`src/design/masked_hw_address_acl_match_defines.svh`:
```
// Assertion macros shared by the access list RTL.
// No dependencies; included by masked_hw_address_acl_match, which checks its own logic.
`ifndef MASKED_HW_ADDRESS_ACL_MATCH_DEFINES_SVH
`define MASKED_HW_ADDRESS_ACL_MATCH_DEFINES_SVH

`ifndef NO_ASSERTIONS

`define HWACL_ASSERT(label, prop) \
  label: assert property (@(posedge clk_i) disable iff (!rst_ni) prop) \
    else $error("hwacl assertion failed");

`define HWACL_ASSERT_NEXT(label, pre, post) \
  label: assert property (@(posedge clk_i) disable iff (!rst_ni) (pre) |=> (post)) \
    else $error("hwacl assertion failed");

`else

`define HWACL_ASSERT(label, prop)

`define HWACL_ASSERT_NEXT(label, pre, post)

`endif

`endif

```
`src/design/hwacl_ram.sv`:
```
// Generic single-write, single-read synchronous RAM with a registered read port.
// No dependencies.
module hwacl_ram #(
  parameter int Width = 8,
  parameter int Depth = 16,
  localparam int AddrW = (Depth > 1) ? $clog2(Depth) : 1
) (
  input  logic             clk_i,
  input  logic             we_i,
  input  logic [AddrW-1:0] waddr_i,
  input  logic [Width-1:0] wdata_i,
  input  logic             re_i,
  input  logic [AddrW-1:0] raddr_i,
  output logic [Width-1:0] rdata_o
);

  logic [Width-1:0] mem_q [Depth];
  logic [Width-1:0] rdata_q;

  always_ff @(posedge clk_i) begin
    if (we_i) begin
      mem_q[waddr_i] <= wdata_i;
    end
    if (re_i) begin
      rdata_q <= mem_q[raddr_i];
    end
  end

  assign rdata_o = rdata_q;

endmodule

```
`config.mk`:
```
export PLATFORM = sky130hd
export DESIGN_NAME = hwacl_ram
export DESIGN_NICKNAME = d
export VERILOG_FILES = /design/src/design/masked_hw_address_acl_match_defines.svh /design/src/design/hwacl_ram.sv
export SDC_FILE = /design/constraint.sdc
export NUM_CORES = 1
export LEC_CHECK = 0
export ABC_AREA = 0
export BUFFER_PORTS_ARGS = -buffer_cell sky130_fd_sc_hd__buf_2
export CORE_ASPECT_RATIO = 0.9
export CORE_MARGIN = 2
export CORE_UTILIZATION = 55
export CTS_BUF_LIST = sky130_fd_sc_hd__clkbuf_4
export DETAILED_ROUTE_END_ITERATION = 16
export PLACE_DENSITY = 0.78
export SLEW_MARGIN = 20
export SYNTH_ARGS = -nofsm -noshare
export SYNTH_HDL_FRONTEND = slang
export SYNTH_SLANG_ARGS = --single-unit
```
`constraint.sdc`:
```
create_clock -name clk_i -period 1.46 [get_ports clk_i]
set_input_delay 0.073 -clock clk_i [delete_from_list [all_inputs] [get_ports clk_i]]
set_output_delay 0.073 -clock clk_i [all_outputs]
set_load 0.02 [all_outputs]
```
# Yosys cells after proc, flatten, opt, wreduce, memory -nomap -nowiden
# Memories as Yosys holds them, arrays and structs flattened. A register that Yosys moved wholly into a read port is not among the register bits.
# Index checks and enable logic that the tools add are counted.
# totals
ram_bits	128
output_inout_bits	8
input_bits	19
romBits	0
latch_bits	0
reg_bits	0
elab_cells	3
memories	1
# memory_table
name	depth	word_bits	read_ports	rd_ports_with_merged_regs	wr	line	source
mem_q	16	8	1	1	1	hwacl_ram.sv:17	logic [Width-1:0] mem_q [Depth];
# op_classes
n_shift	0
n_lt_le_gt_ge	0
div	0
n_addsub	0
n_eq_ne	0
muxes	2
n_bitwise	0
n_mul	0
n_reduce_logical	0
# ops
operator	count
1-bit 2-to-1 mux	2

# Longest topological paths before layout
# Gate-level depths: netlist of the first run.
# logic_depth
ltp_word	2
depth_mapped	5
depth_no_buf	3

# Worst setup path after synthesis of the first run
# No wires, ideal clock.
# synth_path
kind	input-to-reg
from	input port waddr_i[2]
to	memory mem_q[0][0], enable pin
arrival_time_ns	1.183
slack_ns	-0.106
setup_ns	0.383
required_ns	1.077
cell_stages	2
path_buffers	0
path_cell_list	or3b_2 -> nor3_1
# synth_lines
item	line	source
start, declared	hwacl_ram.sv:10	input logic [AddrW-1:0] waddr_i,
end, declared	hwacl_ram.sv:17	
# No word-level cell before the write port.

==> results_dict.tcl, run 1 <==
set metrics [dict create \
    multi_input_area_sq_um 1060 \
    hold_path.class "in2reg" \
    root_buffer "clkbuf_4" \
    antenna_cells 0 \
    rsz0062_at_grt "yes" \
    via_per_inst 5.96 \
    ys_seq_area_share_pct 78.1 \
    drt_iter0_drc 243 \
    clk_latency_ps 520 \
    synth_flop_cell "edfxtp_1" \
    setup_viol 1 \
    vias 2581 \
    finalCritPeriodShare_pct 101 \
    die_x_microns 107 \
    layout.cells.non_filler 433 \
    die_h_microns 96.5 \
    period_needed_ps 1470 \
    fill_cells 615 \
    synth_top_area_cell "edfxtp_1" \
    dpl.cell_count 393 \
    total_power_w 0.00751 \
    synth_nets 248 \
    critPathKind "reg2reg" \
    hold_viol 0 \
    cp_max_fo 1 \
    seqCellArea_sq_um 4080 \
    grt_max_degree 17 \
    cts_num_sinks 136 \
    grt_pass1_wl_microns 15600 \
    synth.ff_latch_count 136 \
    gr-total-overflow 0 \
    arrival_ps 1740 \
    drive_gt1_share_pct 38.6 \
    tightest_slew_ps 401 \
    port_buffers 26 \
    setup_slack_ps -12.5 \
    cts_buffers 17 \
    cp_data_required_time_ps 1730 \
    ys_top_cells_by_count "136 x edfxtp_1, 18 x mux4_2, 16 x a22oi_1" \
    ant_nets 0 \
    clk_pin_slew_ps 120 \
    yosysUniqueCellTypes 18 \
    routedWlPerCell_microns 23.7 \
    synth_edf_count 136 \
    yosys_warnings 0 \
    firstDrtPassIters 4 \
    cts_tree "built" \
    antenna_found_initial 0 \
    ir_drop_v 0.00117 \
    syn2layout_area_growth_pct 15.8 \
    die_area_sq_um 10300 \
    synth_top_area_share_pct 78.1 \
    drc 0 \
    relSlewSlack_pct 73.2 \
    slew_violations 0 \
    netlist_area_sq_um 5230 \
    syn_avg_cell_area_sq_um 22.8 \
    place_hpwl_microns 6750 \
    core_area_sq_um 9170 \
    wirelength_microns 10200 \
    fmax_mhz 679 \
    clock_path_buffers 2 \
    layout.nets 318 \
    async_reset_ff_share_pct 0 \
    place.gp.congestion 0.775 \
    cp-start-kind "register" \
    synth.top_cells.by_area "edfxtp_1 78%, mux4_2 7.8%, mux4_1 7.0%, a22oi_1 2.3%, nor2_1 0.93%" \
    htreeDepth 4 \
    failed_checks "negative setup slack" \
    clock_skew_ps 17.3 \
    synth_most_common_cell "edfxtp_1" \
    ios 27 \
    start_util_pct 57.0 \
    syn_inst 229 \
    cp-end-kind "register" \
    power_leakage_nw 2.01 \
    cap_violations 0 \
    rows 33 \
    grt.total_usage_pct 22.3 \
    grt_pass1_vias 2658 \
    status "finished, violations left" \
    p_per_area_nw_per_um2 1240 \
]
[cell type report]
class                           count  share of cell area [%]
Sequential cell                   136                    67.4
Clock inverter                     14                    3.02
Timing Repair Buffer               61                    7.48
Clock buffer                       17                    2.11
Multi-Input combinational cell     83                    17.4
Tap cell                          122                    2.52
[registers in the layout (all words and copies together), names as in the netlist]
register,count
mem_q,128
rdata_o,8
[logic make-up (layout without fill, tap and decap cells)]
| logic type | count (synthesis) | after routing | share of synthesized area [%] |
|---|---|---|---|
| buffers and inverters | 10 | 92 | 1.65 |
| DFF | 136 | 136 | 78.1 |
| muxes | 32 | 32 | 14.8 |
| AOI/OAI and AO/OA | 16 | 16 | 2.30 |
| and+or+nand+nor | 35 | 35 | 3.14 |
[layer usage]
metal	part of all wire [%]	wire length, microns	up-vias	track usage, %
met5	0	0	-	0
met4	1.3	131	0	8.01
met3	6.3	648	13	6.71
met2	51	5180	110	36.1
met1	42	4280	1344	29.4
li1	-	-	1114	-
[report_power, final]
part	switching [W]	internal, W	total, W	leakage, nW
Sequential	0.0000281	0.00439	0.00442	1.24
Clock	0.00127	0.00133	0.00261	0.157
Combinational	0.000270	0.000213	0.000483	0.618
Total	0.00157	0.00594	0.00751	2.01
[repair_timing]
item,in CTS,in global routing
hold endpoints to repair,136,0
setup endpoints to repair,7,7
pin swaps,2,3
setup buffers,0,0
gates resized for setup,9,9
gates cloned,0,0
hold buffers,9,0
[placed cells by master (no fill, tap or decap)]
cell type / Yosys / layout
or3b_2: 1 / 1
and2_1: 1 / 1
buf_2: 3 / 26
clkinv_2: 0 / 4
buf_4: 1 / 23
and2b_1: 1 / 1
mux4_1: 14 / 3
clkinvlp_4: 0 / 4
dlygate4sd3_1: 0 / 9
a22oi_2: 0 / 7
clkinv_1: 0 / 1
nand3b_1: 2 / 2
nand3_1: 1 / 1
nor2b_1: 1 / 1
nor3_2: 0 / 1
nand2b_1: 2 / 2
nor2_1: 13 / 13
nor3_1: 4 / 3
edfxtp_1: 136 / 136
clkinv_4: 0 / 1
buf_12: 0 / 3
nand2_1: 9 / 9
mux4_2: 18 / 29
clkbuf_4: 0 / 17
a22oi_1: 16 / 9
bufinv_16: 0 / 4
[critical path, stage by stage (launching register included)]
cell,delay [ps]
edfxtp_1,410
mux4_2,480
a22oi_2,260
nand2_1,70
[metrics by stage]
stage / util (%) / hold WS, ps / cell area [sq um] / setup slack, ps / setup TNS (ps)
floorplan: - / 172 / 5230 / 105 / 0
global placement: 61.8 / 450 / 5660 / -188 / -991
detailed placement: 61.8 / 447 / 5660 / -194 / -1150
CTS: 66.3 / 80.8 / 6080 / 4.79 / 0
global route: 66.1 / 80.2 / 6060 / -89.4 / -143
finish: 66.1 / 114 / 6060 / -12.5 / -12.5
[final timing paths]
kind                           from  slack, ps  depth (start not counted)                    end
max reg2reg   mem_q[8][4]$_DFFE_PP_        -10                          3   rdata_o[4]$_DFFE_PP_
min reg2reg  mem_q[13][5]$_DFFE_PP_        780                          3   rdata_o[5]$_DFFE_PP_
min                      waddr_i[2]        110                          3  mem_q[7][1]$_DFFE_PP_
max           mem_q[8][4]$_DFFE_PP_        -10                          3   rdata_o[4]$_DFFE_PP_
(Power assumes the default switching activity.)
==> inputs of run 2 (changes only) <==
--- a/config.mk
+++ b/config.mk
@@ -10,7 +10,7 @@
 export CORE_ASPECT_RATIO = 0.9
 export CORE_MARGIN = 2
 export CORE_UTILIZATION = 55
-export CTS_BUF_LIST = sky130_fd_sc_hd__clkbuf_4
+export CTS_BUF_LIST = sky130_fd_sc_hd__clkbuf_8
 export DETAILED_ROUTE_END_ITERATION = 16
 export PLACE_DENSITY = 0.78
 export SLEW_MARGIN = 20
==> results_dict.tcl, run 2 (synthesis gave the netlist of run 1 again) <==
set metrics [dict create \
    wl_met2_microns 5100 \
    arrival_ps 1630 \
    seqCellArea_sq_um 4080 \
    cpLargestDelayFamily "multiplexers" \
    die_x_microns 107 \
    period_needed_ps 1460 \
    drive_gt1_share_pct 39.3 \
    status "finished clean" \
    cp-end-kind "register" \
    firstDrtPassIters 5 \
    cp-start-kind "register" \
    rows 33 \
    hold_viol 0 \
    setup_viol 0 \
    timing.hold.ws_ps 34.1 \
    root_buffer "clkbuf_8" \
    cp_max_fo 1 \
    cp_slowest_cell "mux4_2" \
    die_h_microns 96.5 \
    syn2layout_area_growth_pct 16.4 \
    fmax_mhz 687 \
    grt_pass1_wl_microns 15600 \
    relSlewSlack_pct 73.1 \
    hold_path.class "in2reg" \
    met1Wirelength_microns 4350 \
    critPathKind "reg2reg" \
    grt_pass1_vias 2617 \
    pwr-share-clk_pct 39.5 \
    antenna_cells 0 \
    cts_buffers 17 \
    rsz0062_at_grt "yes" \
    grt.total_usage_pct 22.2 \
    largest_reg_flops 128 \
    cp_data_required_time_ps 1640 \
    dpl.cell_count 393 \
    port_buffers 26 \
    fill_cells 616 \
    vias 2516 \
    clk_latency_ps 430 \
    tightest_slew_ps 403 \
    multi_input_area_sq_um 1060 \
    path_cells "mux4_2 > a22oi_2 > nand2_1" \
    top_layer "met4" \
    path_buf_inv 0 \
    comb_power_share_pct 5.8 \
    cts_post_setup_buffers_inserted 0 \
    ios 27 \
    wirelength_microns 10200 \
    routedWlPerCell_microns 23.9 \
    p_int_w 0.00643 \
    ant_nets 0 \
    met3_length_microns 623 \
    ir_drop_v 0.00107 \
    cap_violations 0 \
    cpPeakStageDelay_ps 480 \
    place_hpwl_microns 6750 \
    layout.nets 310 \
    clock_path_buffers 2 \
    cts_tree "built" \
    core_area_sq_um 9170 \
    layout.cells.non_filler 425 \
    grt_max_degree 17 \
    start_util_pct 57.0 \
    die_area_sq_um 10300 \
    gr-total-overflow 0 \
    final_cell_area_sq_um 6090 \
    seqPwrFrac_pct 54.7 \
    final_cell_mix "136 x edfxtp_1, 28 x mux4_2, 26 x buf_2, 23 x buf_4, 17 x clkbuf_8" \
    regMostFlops "mem_q" \
    drc 0 \
    htreeDepth 4 \
    slew_violations 0 \
    p_per_area_nw_per_um2 1330 \
    power_leakage_nw 2.03 \
    netSwitchingPower_w 0.00165 \
    cts_num_sinks 136 \
    finalCritPeriodShare_pct 99.7 \
    antenna_found_initial 0 \
    power_switching_share_pct 20.5 \
    place.gp.congestion 0.775 \
    final_common_cell "edfxtp_1" \
    via_per_inst 5.92 \
    clock_skew_ps 7.66 \
    clk_pin_slew_ps 70 \
    placed_area_sq_um 5660 \
    drt_iter0_drc 168 \
]
## run 2: changes by cell type in the layout (fill, tap and decap cells not counted), sizes merged
cell	before	now
dlygate4sd3	9	1
## run 2: metrics by stage
step | utilization (%) | setup TNS, ps | worst slack (ps) | power, W
final | 66.4 | 0 | 3.88 | 0.00808
after global routing | 66.4 | -109 | -50.2 | 0.00835
after CTS | 66.6 | 0 | 1.58 | 0.00814
after detailed placement | 61.8 | -1150 | -194 | 0.00495
after global placement | 61.8 | -991 | -188 | 0.00493
after floorplan | - | 0 | 105 | 0.00474
## run 2: repair_timing
item,in CTS,in global routing
resized for setup,9,8
endpoints found under the hold margin,8,0
hold buffers,1,0
endpoints found under the setup margin,7,7
pin swaps,4,5
## run 2: area by class of cell
type / instances / area share, %
clock buffer: 17 / 3.84
clock inverter: 14 / 3.00
multi-input combinational: 83 / 17.4
sequential: 136 / 67.1
tap: 122 / 2.51
timing repair buffer: 53 / 6.13
## run 2: power groups by stage
stage	Combinational [W]	Sequential (W)	Clock, W
after floorplan	0.000222	0.00452	0
after global placement	0.000431	0.00450	0
after detailed placement	0.000446	0.00451	0
after CTS	0.000463	0.00442	0.00326
after global routing	0.000502	0.00443	0.00342
final	0.000465	0.00442	0.00319
## run 2: path summary, 6_finish.rpt
path                            cells past startpoint  slack [ps]                    end                   start
worst max register to register                      3           4   rdata_o[4]$_DFFE_PP_   mem_q[8][4]$_DFFE_PP_
worst min-delay path                                1          30  mem_q[0][5]$_DFFE_PP_              wdata_i[5]
worst min register to register                      3         780   rdata_o[7]$_DFFE_PP_  mem_q[14][7]$_DFFE_PP_
worst max-delay path                                3           4   rdata_o[4]$_DFFE_PP_   mem_q[8][4]$_DFFE_PP_
## run 2: layer usage
layer | vias up | global-route usage (%)
met5 | - | 0
met4 | 0 | 6.49
met3 | 9 | 7.18
met2 | 103 | 36.3
met1 | 1312 | 29.4
li1 | 1092 | -
## run 2: worst register-to-register path, delay by kind of cell (launching register included)
kind / cells / cell delay (ps)
flip-flops: 1 / 390
AO/OA/AOI/OAI: 1 / 260
AND/OR/NAND/NOR: 1 / 70
multiplexers: 1 / 480
